===== src/hdct_pkg.sv =====
// ----------------------------------------------------------------------------
// hdct_pkg: shared types and constants
// Sizes, item kinds, controller states and the command/status bundles that
// pass between controller and datapath.
// ----------------------------------------------------------------------------
package hdct_pkg;

  localparam int BINS       = 256;
  localparam int COUNT_W    = 20;
  localparam int LVL_W      = 8;
  localparam int BIN_W      = $clog2(BINS);
  localparam int LAST_BIN   = BINS - 1;
  localparam int DIV_CNT_W  = $clog2(COUNT_W);

  typedef enum logic [1:0] {
    KIND_CLEAR = 2'd0,
    KIND_LOAD  = 2'd1,
    KIND_QUERY = 2'd2
  } kind_t;

  typedef enum logic [2:0] {
    ST_IDLE,
    ST_DIV,
    ST_SETUP,
    ST_WALK,
    ST_DRAIN,
    ST_DONE
  } state_t;

  typedef struct packed {
    logic clear;
    logic load;
    logic capture;
    logic div_step;
    logic setup;
    logic walk;
  } cmd_t;

  typedef struct packed {
    logic skip;
    logic div_last;
    logic walk_last;
  } sts_t;

endpackage


===== src/hdct_ctrl.sv =====
// ----------------------------------------------------------------------------
// hdct_ctrl: transaction controller
// Accepts items, sequences a query through divide, setup, walk and drain,
// and raises the result strobe.
// ----------------------------------------------------------------------------
module hdct_ctrl
  import hdct_pkg::*;
(
  input  logic       clk,
  input  logic       rst,
  input  logic       start,
  input  logic [1:0] kind,
  input  sts_t       sts,
  output cmd_t       cmd,
  output logic       busy,
  output logic       done
);

  state_t state;
  state_t state_next;
  logic   accept;

  assign accept = start && (state == ST_IDLE);

  always_ff @(posedge clk) begin
    if (rst) begin
      state <= ST_IDLE;
    end else begin
      state <= state_next;
    end
  end

  always_comb begin
    state_next = state;
    unique case (state)
      ST_IDLE: begin
        if (accept && kind == KIND_QUERY) state_next = ST_DIV;
      end
      ST_DIV: begin
        if (sts.skip) state_next = ST_DONE;
        else if (sts.div_last) state_next = ST_SETUP;
      end
      ST_SETUP: state_next = ST_WALK;
      ST_WALK: begin
        if (sts.walk_last) state_next = ST_DRAIN;
      end
      ST_DRAIN: state_next = ST_DONE;
      ST_DONE:  state_next = ST_IDLE;
      default:  state_next = ST_IDLE;
    endcase
  end

  always_comb begin
    cmd  = '0;
    busy = state != ST_IDLE;
    done = state == ST_DONE;
    unique case (state)
      ST_IDLE: begin
        cmd.clear   = accept && kind == KIND_CLEAR;
        cmd.load    = accept && kind == KIND_LOAD;
        cmd.capture = accept && kind == KIND_QUERY;
      end
      ST_DIV:   cmd.div_step = !sts.skip;
      ST_SETUP: cmd.setup = 1'b1;
      ST_WALK:  cmd.walk = 1'b1;
      default: begin
      end
    endcase
  end

  a_query_busy: assert property (@(posedge clk) disable iff (rst)
    (start && !busy && kind == KIND_QUERY) |=> busy)
    else $error("query accepted but controller not busy");

  a_simple_idle: assert property (@(posedge clk) disable iff (rst)
    (start && !busy && kind != KIND_QUERY) |=> !busy)
    else $error("clear or load left controller busy");

  a_done_release: assert property (@(posedge clk) disable iff (rst)
    done |=> !busy && !done)
    else $error("result strobe longer than one cycle");

  a_walk_after_div: assert property (@(posedge clk) disable iff (rst)
    cmd.walk |-> $past(cmd.setup) || $past(cmd.walk))
    else $error("walk started without chord setup");

endmodule


===== config.mk =====
export PLATFORM = sky130hd
export DESIGN_NAME = hdct_ctrl
export DESIGN_NICKNAME = d
export VERILOG_FILES = /design/src/hdct_pkg.sv /design/src/hdct_ctrl.sv
export SDC_FILE = /design/constraint.sdc
export NUM_CORES = 1
export LEC_CHECK = 0
export BUFFER_PORTS_ARGS = -buffer_cell sky130_fd_sc_hd__buf_2
export CORE_AREA = 2 2 39 41
export DETAILED_ROUTE_END_ITERATION = 7
export DIE_AREA = 0 0 41 43
export GPL_ROUTABILITY_DRIVEN = 0
export PLACE_DENSITY = 0.46
export SYNTH_ARGS = -nofsm -noshare
export SYNTH_HDL_FRONTEND = slang
export SYNTH_SLANG_ARGS = --single-unit

===== constraint.sdc =====
create_clock -name clk -period 2.1 [get_ports clk]
set_input_delay 0.105 -clock clk [delete_from_list [all_inputs] [get_ports clk]]
set_output_delay 0.105 -clock clk [all_outputs]
set_load 0.05 [all_outputs]

==> results.json, run 1 <==
{
  "synth_top_family_by_area": "simple AND/OR/NAND/NOR gates",
  "drtIter0Drc": 0,
  "period_needed_ps": 1570,
  "slew-limit-headroom_pct": 71.3,
  "drive_gt1_share_pct": 50.0,
  "clk_latency_ps": 230,
  "clk_path_buf_depth": 2,
  "critPathMaxStageDelay_ps": 400,
  "cts_made_buffers": 3,
  "cp_top_family": "simple AND/OR/NAND/NOR gates",
  "fin_skew_ps": 1.34,
  "cts-resized-gates": 0,
  "tightest_slew_ps": 430,
  "vias": 282,
  "cp-start-kind": "flop",
  "synthMuxAreaShare_pct": 3.91,
  "synth-simple-area-share_pct": 52.2,
  "cp-startpoint": "state[2]",
  "hold_viol": 0,
  "avgViaCountPerCell": 4.41,
  "p_leak_nw": 0.180,
  "r2r_start": "state[1]",
  "r2r_end": "state[2]",
  "drc_errors": 0,
  "cts_hold_buf": 0,
  "fillers": 158,
  "yosysWarnings": 0,
  "nets": 57,
  "setup_viol": 0,
  "grt_max_degree": 13,
  "largest_reg_flops": 3,
  "clkSlewWorstSetupHoldPaths_ps": 40,
  "power_density_nw_per_um2": 699,
  "grt_overflow": 0,
  "synth-compound-area-share_pct": 10.0,
  "multi_input_area_sq_um": 196,
  "path_cells": "nor3_4 -> inv_2 -> nor4b_4 -> buf_2",
  "htree_num_levels": 1,
  "final_antenna_net_count": 0,
  "avgSynthCellArea_sq_um": 8.99,
  "hp-class": "input port to flop",
  "synth_xor_xnor_area_share_pct": 0,
  "start_util_pct": 20.8,
  "whs_path_depth": 2,
  "rsz0062_at_grt": "no",
  "synth_cells": 32,
  "core_area_sq_um": 1380,
  "critPathBufInv": 2,
  "hold_path_end": "state[1]",
  "cp_slowest_cell": "dfxtp_1",
  "wirelength_um": 653,
  "cts-root-buf": "clkbuf_4",
  "regArea_sq_um": 60.1,
  "setup_tns_ps": 0,
  "worstSetupPathType": "flop to primary output",
  "portBuffers": 15,
  "worstPathArrival_ps": 1460,
  "die_y_um": 43,
  "synth-seq-area-share_pct": 20.9,
  "synth_fp_nets": 40,
  "synth.cell_area_sq_um": 288,
  "cp_data_required_time_ps": 2000,
  "maxClockFrequency_mhz": 637,
  "grt_pass1_wl_um": 1040,
  "min_from": "rst",
  "antenna_found_initial": 0,
  "syn2layout_area_growth_pct": 32.6,
  "ys_seq_elements": 3,
  "cts.sinks": 3,
  "synthAdderAreaFrac_pct": 0,
  "post-route-period-util_pct": 74.7,
  "r2r_cells": 3,
  "grt_pass1_vias": 246,
  "antenna_cells": 0,
  "status": "finished, final reports clean",
  "cap_violations": 0,
  "top_regs": "state: 3 flops",
  "drv_slew": 0,
  "cts_tree": "done",
  "crit_path_max_fanout": 9,
  "hold_slack_ps": 73.6,
  "end_kind": "primary output",
  "post_drt_wl_per_cell_um": 10.2,
  "die_area_sq_um": 1760,
  "drt-pass1-iter-count": 1,
  "top_register": "state",
  "r2r_setup_slack_ps": 900,
  "synth_cell_types": 20,
  "vdd_drop_max_uv": 212,
  "postCtsSetupRepairBufs": 0,
  "io_pins": 16,
  "track_usage_pct": 8.73,
  "die_x_um": 41,
  "rows": 14
}
==> logic make-up (layout without fill, tap and decap cells) <==
group	Yosys count	in the layout
mux	1	1
compound gates	5	5
simple gates	19	19
flops	3	3
buf+inv	4	20
==> cell type report <==
type	instances	area share, %
multi-input combinational	25	51.5
tap	16	5.25
inverter	1	0.984
sequential	3	15.7
clock buffer	4	6.89
timing repair buffer	15	19.7
==> power breakdown <==
part	internal (mW)	leakage, nW	switching, mW
Sequential	0.0621	0.0245	0.0141
Clock	0.0711	0.0150	0.0286
Combinational	0.0310	0.141	0.0599
==> worst max path at each step <==
stage,end,cells past startpoint
global route,cmd[5],4
detailed placement,cmd[5],4
CTS,cmd[5],4
finish,cmd[5],4
global placement,cmd[5],4
floorplan,cmd[1],2
==> worst reg2reg max path, stage by stage (launching register included) <==
cell	delay, ps
dfxtp_1	570
mux2_1	360
nand3b_1	90
a21oi_1	60
==> stage by stage <==
stage	total power [mW]	cells	utilization, %	worst slack (ps)	instance area [sq um]
6_report	0.267	64	27.6	531	382
5_1_grt	0.280	64	27.6	434	382
4_1_cts	0.274	64	27.6	499	382
3_5_place_dp	0.169	60	25.7	749	355
3_3_place_gp	0.168	60	25.7	791	355
2_1_floorplan	0.153	32	-	347	294
==> synth_stat cells <==
cell,n,share of area [%]
inv_2,1,1.3
nor4b_1,1,3.0
nor3_2,1,3.5
buf_6,3,12
mux2_1,1,3.9
nor3_4,1,5.7
dfxtp_1,3,21
o21ai_0,1,1.7
nor4b_4,1,8.3
nand2_1,4,5.2
nor4bb_1,1,3.5
nand3b_1,2,5.2
a21oi_1,2,3.5
a221oi_1,1,3.0
and4b_1,1,3.5
nor2_1,3,3.9
nand2b_1,2,4.3
and3b_2,1,3.5
o21ai_1,1,1.7
nor3b_1,1,2.6
==> cells in the final DEF, fill, tap and decap left out <==
master    netlist  final
nor4b_4         1      1
a221oi_1        1      1
o21ai_0         1      1
o21ai_1         1      1
and4b_1         1      1
buf_2           0     15
and3b_2         1      1
nor3_2          1      1
mux2_1          1      1
dfxtp_1         3      3
a21oi_1         2      2
nand2_1         4      4
nor4b_2         0      1
nor4bb_1        1      1
inv_2           1      1
nand2b_1        2      2
nor3b_1         1      1
clkbuf_4        0      3
nand3b_1        2      2
nor2_1          3      3
nor3_4          1      1
clkbuf_1        0      1
==> routing by layer <==
metal	part of all wire (%)	track usage (%)	wire [um]
met3	8.1	1.57	53
met5	0	0	0
met4	0	6.00	0
met2	50	13.8	327
met1	42	9.97	272
(Power assumes the default switching activity.)
==> inputs of run 2 (changes only) <==
--- a/config.mk
+++ b/config.mk
@@ -10,7 +10,7 @@
 export DETAILED_ROUTE_END_ITERATION = 7
 export DIE_AREA = 0 0 41 43
 export GPL_ROUTABILITY_DRIVEN = 0
-export PLACE_DENSITY = 0.46
+export PLACE_DENSITY = 0.47
 export SYNTH_ARGS = -nofsm -noshare
 export SYNTH_HDL_FRONTEND = slang
 export SYNTH_SLANG_ARGS = --single-unit
==> constraint.sdc (replaced) <==
create_clock -name clk -period 1.4 [get_ports clk]
set_input_delay 0.07 -clock clk [delete_from_list [all_inputs] [get_ports clk]]
set_output_delay 0.07 -clock clk [all_outputs]
set_load 0.05 [all_outputs]
==> results.json, run 2 (synthesized netlist as in run 1, its figures left out) <==
{
  "drc_errors": 0,
  "grt_overflow": 0,
  "r2r_start": "state[1]",
  "rows": 14,
  "nets": 61,
  "final_common_cell": "buf_2",
  "maxClockFrequency_mhz": 740,
  "cap_violations": 0,
  "cp_data_required_time_ps": 1330,
  "avgViaCountPerCell": 4.41,
  "clkSlewWorstSetupHoldPaths_ps": 30,
  "placed_area_sq_um": 378,
  "io_pins": 16,
  "vias": 300,
  "cts-root-buf": "clkbuf_4",
  "cts.sinks": 3,
  "cp-start-kind": "flop",
  "cts_hold_buf": 0,
  "antenna_found_initial": 0,
  "top_regs": "state: 3 flops",
  "vdd_drop_max_uv": 690,
  "cts_made_buffers": 3,
  "setup_viol": 0,
  "largest_reg_flops": 3,
  "syn2layout_area_growth_pct": 51.3,
  "dpl.cell_count": 62,
  "cts_tree": "done",
  "drv_slew": 0,
  "grt_pass1_vias": 273,
  "htree_num_levels": 1,
  "cp-startpoint": "state[2]",
  "top_register": "state",
  "grt_pass1_wl_um": 1040,
  "drive_gt1_share_pct": 61.5,
  "clk_path_buf_depth": 2,
  "period_needed_ps": 1350,
  "clk_latency_ps": 230,
  "portBuffers": 15,
  "post-route-period-util_pct": 96.6,
  "drtIter0Drc": 9,
  "tightest_slew_ps": 221,
  "worstPathArrival_ps": 1280,
  "rsz0062_at_grt": "yes",
  "crit_path_max_fanout": 8,
  "start_util_pct": 20.8,
  "core_area_sq_um": 1380,
  "min_from": "rst",
  "final_cell_mix": "12 x buf_2, 5 x clkbuf_4, 4 x nand2_1, 4 x buf_4",
  "utilization_pct": 31.5,
  "slew-limit-headroom_pct": 85.1,
  "grt_max_degree": 13,
  "post_drt_wl_per_cell_um": 9.37,
  "wirelength_um": 637,
  "die_area_sq_um": 1760,
  "drt-pass1-iter-count": 4,
  "fin_cells": 68,
  "final_antenna_net_count": 0,
  "dp_hpwl_um": 460,
  "end_kind": "primary output",
  "track_usage_pct": 8.63,
  "power_uw": 414,
  "antenna_cells": 0,
  "p_leak_nw": 0.206,
  "status": "finished, final reports clean",
  "power_density_nw_per_um2": 951,
  "fin_skew_ps": 0.603,
  "final_area_sq_um": 435,
  "hold_viol": 0,
  "worstSetupPathType": "flop to primary output",
  "die_x_um": 41,
  "die_y_um": 43,
  "hp-class": "input port to flop"
}
==> run 2: cell types whose count changed in the layout (fill, tap and decap cells not counted) <==
cell / previous run / this run
dfxtp_4: 0 / 1
nor2_2: 0 / 1
buf_2: 15 / 12
dfxtp_1: 3 / 1
clkbuf_4: 3 / 5
nor3b_2: 0 / 1
nor2_1: 3 / 2
dfxtp_2: 0 / 1
buf_4: 0 / 4
buf_6: 0 / 1
nor3b_1: 1 / 0
==> run 2: layout make-up <==
class,count,area [sq um]
inverters,1,3.75
multi-input cells,25,204
clock buffers,4,26.3
well taps,16,20.0
repair buffers,19,116
flip-flops and latches,3,65.1
fillers,150,948
==> run 2: critical path, cell delays in order (launching register included) <==
cell and delay (ps):
dfxtp_2 320, buf_4 160, nor4b_2 270, buf_2 300
==> run 2: stage by stage <==
stage | setup TNS (ps) | hold WS [ps] | setup WS [ps]
2_1_floorplan | -165 | 139 | -90.0
3_3_place_gp | 0 | 274 | 150
3_5_place_dp | 0 | 272 | 123
4_1_cts | 0 | 25.0 | 18.3
5_1_grt | -41.7 | 35.1 | -41.7
6_report | 0 | 35.4 | 48.0
==> run 2: per-layer routing <==
metal | vias up | track usage, % | part of all wire (%)
met2 | 9 | 13.4 | 48
met4 | 0 | 2.00 | 0
li1 | 156 | - | -
met1 | 135 | 9.00 | 46
met3 | 0 | 6.28 | 5.3
met5 | - | 0 | 0
==> run 2: power by group <==
part	switching (mW)	internal [mW]	leakage [nW]	total (mW)
Sequential	0.00769	0.0927	0.0257	0.100
Combinational	0.107	0.0598	0.166	0.167
Clock	0.0400	0.106	0.0150	0.146
==> run 2: repair_timing <==
action                                  4_1_cts  5_1_grt
endpoints found under the hold margin         0        0
endpoints found under the setup margin        2        4
resized for setup                             2        5
pin swaps                                     0        1
setup buffers                                 0        2
==> run 2: path summary, 6_finish.rpt <==
kind / to / slack [ps] / cells past startpoint
worst min register to register: state[2] / 560 / 3
worst max register to register: state[2] / 340 / 4
worst max-delay path: cmd[2] / 50 / 3
worst min-delay path: state[1] / 40 / 2
==> inputs of run 3 (changes only) <==
--- a/config.mk
+++ b/config.mk
@@ -10,7 +10,7 @@
 export DETAILED_ROUTE_END_ITERATION = 7
 export DIE_AREA = 0 0 41 43
 export GPL_ROUTABILITY_DRIVEN = 0
-export PLACE_DENSITY = 0.47
+export PLACE_DENSITY = 0.46
 export SYNTH_ARGS = -nofsm -noshare
 export SYNTH_HDL_FRONTEND = slang
 export SYNTH_SLANG_ARGS = --single-unit
==> constraint.sdc (replaced) <==
create_clock -name clk -period 1.6 [get_ports clk]
set_input_delay 0.08 -clock clk [delete_from_list [all_inputs] [get_ports clk]]
set_output_delay 0.08 -clock clk [all_outputs]
set_load 0.05 [all_outputs]
==> results.json, run 3 (synthesized netlist as in run 1, its figures left out) <==
{
  "status": "finished, final reports clean",
  "switching_share_pct": 38.0,
  "final_cell_mix": "14 x buf_2, 4 x nand2_1, 3 x nor2_1, 3 x clkbuf_4, 3 x dfxtp_1",
  "fillers": 166,
  "met3_usage_pct": 6.28,
  "cts_hold_buf": 0,
  "track_usage_pct": 7.53,
  "antenna_found_initial": 0,
  "post-route-period-util_pct": 93.3,
  "grt_max_degree": 13,
  "die_y_um": 43,
  "post_drt_wl_per_cell_um": 9.38,
  "clkSlewWorstSetupHoldPaths_ps": 30,
  "power_density_nw_per_um2": 898,
  "start_util_pct": 20.8,
  "core_area_sq_um": 1380,
  "seqPwrFrac_pct": 28.9,
  "cap_violations": 0,
  "drt-pass1-iter-count": 2,
  "worstPathArrival_ps": 1410,
  "p_leak_nw": 0.184,
  "cts_tree": "done",
  "dp_hpwl_um": 477,
  "cts.sinks": 3,
  "vdd_drop_max_uv": 532,
  "gr-usage-met1_pct": 8.36,
  "drv_slew": 0,
  "final_area_sq_um": 389,
  "final_common_cell": "buf_2",
  "syn2layout_area_growth_pct": 35.2,
  "drtIter0Drc": 4,
  "dpl_worst_slack_ps": 291,
  "cts-resized-gates": 0,
  "die_area_sq_um": 1760,
  "grt_pass1_vias": 246,
  "grt_overflow": 0,
  "end_kind": "primary output",
  "fin_skew_ps": 2.43,
  "hold_slack_ps": 47.7,
  "top_register": "state",
  "slew-limit-headroom_pct": 70.9,
  "vias": 277,
  "portBuffers": 15,
  "whs_path_depth": 2,
  "grt_pass1_wl_um": 897,
  "wirelength_um": 600,
  "internal-power_uw": 217,
  "largest_reg_flops": 3,
  "setup_viol": 0,
  "power.switching_uw": 133,
  "cp_data_required_time_ps": 1520,
  "nets": 57,
  "hold_viol": 0,
  "rsz0062_at_grt": "no",
  "htree_num_levels": 1,
  "worstSetupPathType": "flop to primary output",
  "final_antenna_net_count": 0,
  "clk_path_buf_depth": 2,
  "maxClockFrequency_mhz": 670,
  "cp-start-kind": "flop",
  "clkPwrFrac_pct": 36.9,
  "cts-root-buf": "clkbuf_4",
  "clk_latency_ps": 230,
  "placed_area_sq_um": 360,
  "use_met2_pct": 11.6,
  "cts_made_buffers": 3,
  "crit_path_max_fanout": 9,
  "rows": 14,
  "r2r_cells": 3,
  "drive_gt1_share_pct": 52.1,
  "avgViaCountPerCell": 4.33,
  "setup_tns_ps": 0,
  "hp-class": "input port to flop",
  "antenna_cells": 0,
  "die_x_um": 41,
  "period_needed_ps": 1490,
  "busiest_layer": "met2",
  "layout_setup_ws_ps": 107,
  "tightest_slew_ps": 436,
  "io_pins": 16,
  "top_regs": "state: 3 flops",
  "combPwrFrac_pct": 34.1,
  "drc_errors": 0,
  "postCtsSetupRepairBufs": 0
}
[run 3: cell count changes in the layout (fill, tap and decap cells not counted), sizes merged]
cell,before,now
buf,17,15
clkbuf,6,4
[run 3: final timing paths]
path / slack (ps) / endpoint / startpoint
worst max-delay path: 110 / cmd[5] / state[2]
worst min-delay path: 50 / state[2] / rst
worst max register to register: 390 / state[2] / state[1]
worst min register to register: 610 / state[2] / state[2]
[run 3: area by class of cell]
| type | count | area [sq um] | share of cell area, % |
|---|---|---|---|
| tap | 16 | 20.0 | 5.14 |
| timing repair buffer | 15 | 77.6 | 19.9 |
| clock buffer | 4 | 26.3 | 6.75 |
| multi-input combinational | 25 | 201 | 51.8 |
| sequential | 3 | 60.1 | 15.4 |
| inverter | 1 | 3.75 | 0.965 |
[run 3: worst max-delay path, stage by stage (launching register included)]
cell     delay (ps)
dfxtp_1         410
nor3_4          260
inv_2            80
nor4b_4         210
buf_4           230
[run 3: routing by layer]
metal	vias to the layer above	share of wire [%]
met5	-	0
met4	0	0
met3	0	7.8
met2	9	47
met1	120	45
li1	148	-
[run 3: stage by stage]
step	power (mW)	util [%]	instances
CTS	0.356	27.9	64
finish	0.349	28.1	64
floorplan	0.202	-	32
global route	0.375	28.1	64
global placement	0.221	26.0	60
detailed placement	0.222	26.0	60
[run 3: power groups by stage]
stage / sequential (mW) / combinational [mW] / clock, mW
3_3_place_gp: 0.102 / 0.119 / 0
3_5_place_dp: 0.102 / 0.119 / 0
2_1_floorplan: 0.0858 / 0.116 / 0
5_1_grt: 0.104 / 0.128 / 0.144
4_1_cts: 0.101 / 0.119 / 0.136
6_report: 0.101 / 0.119 / 0.129
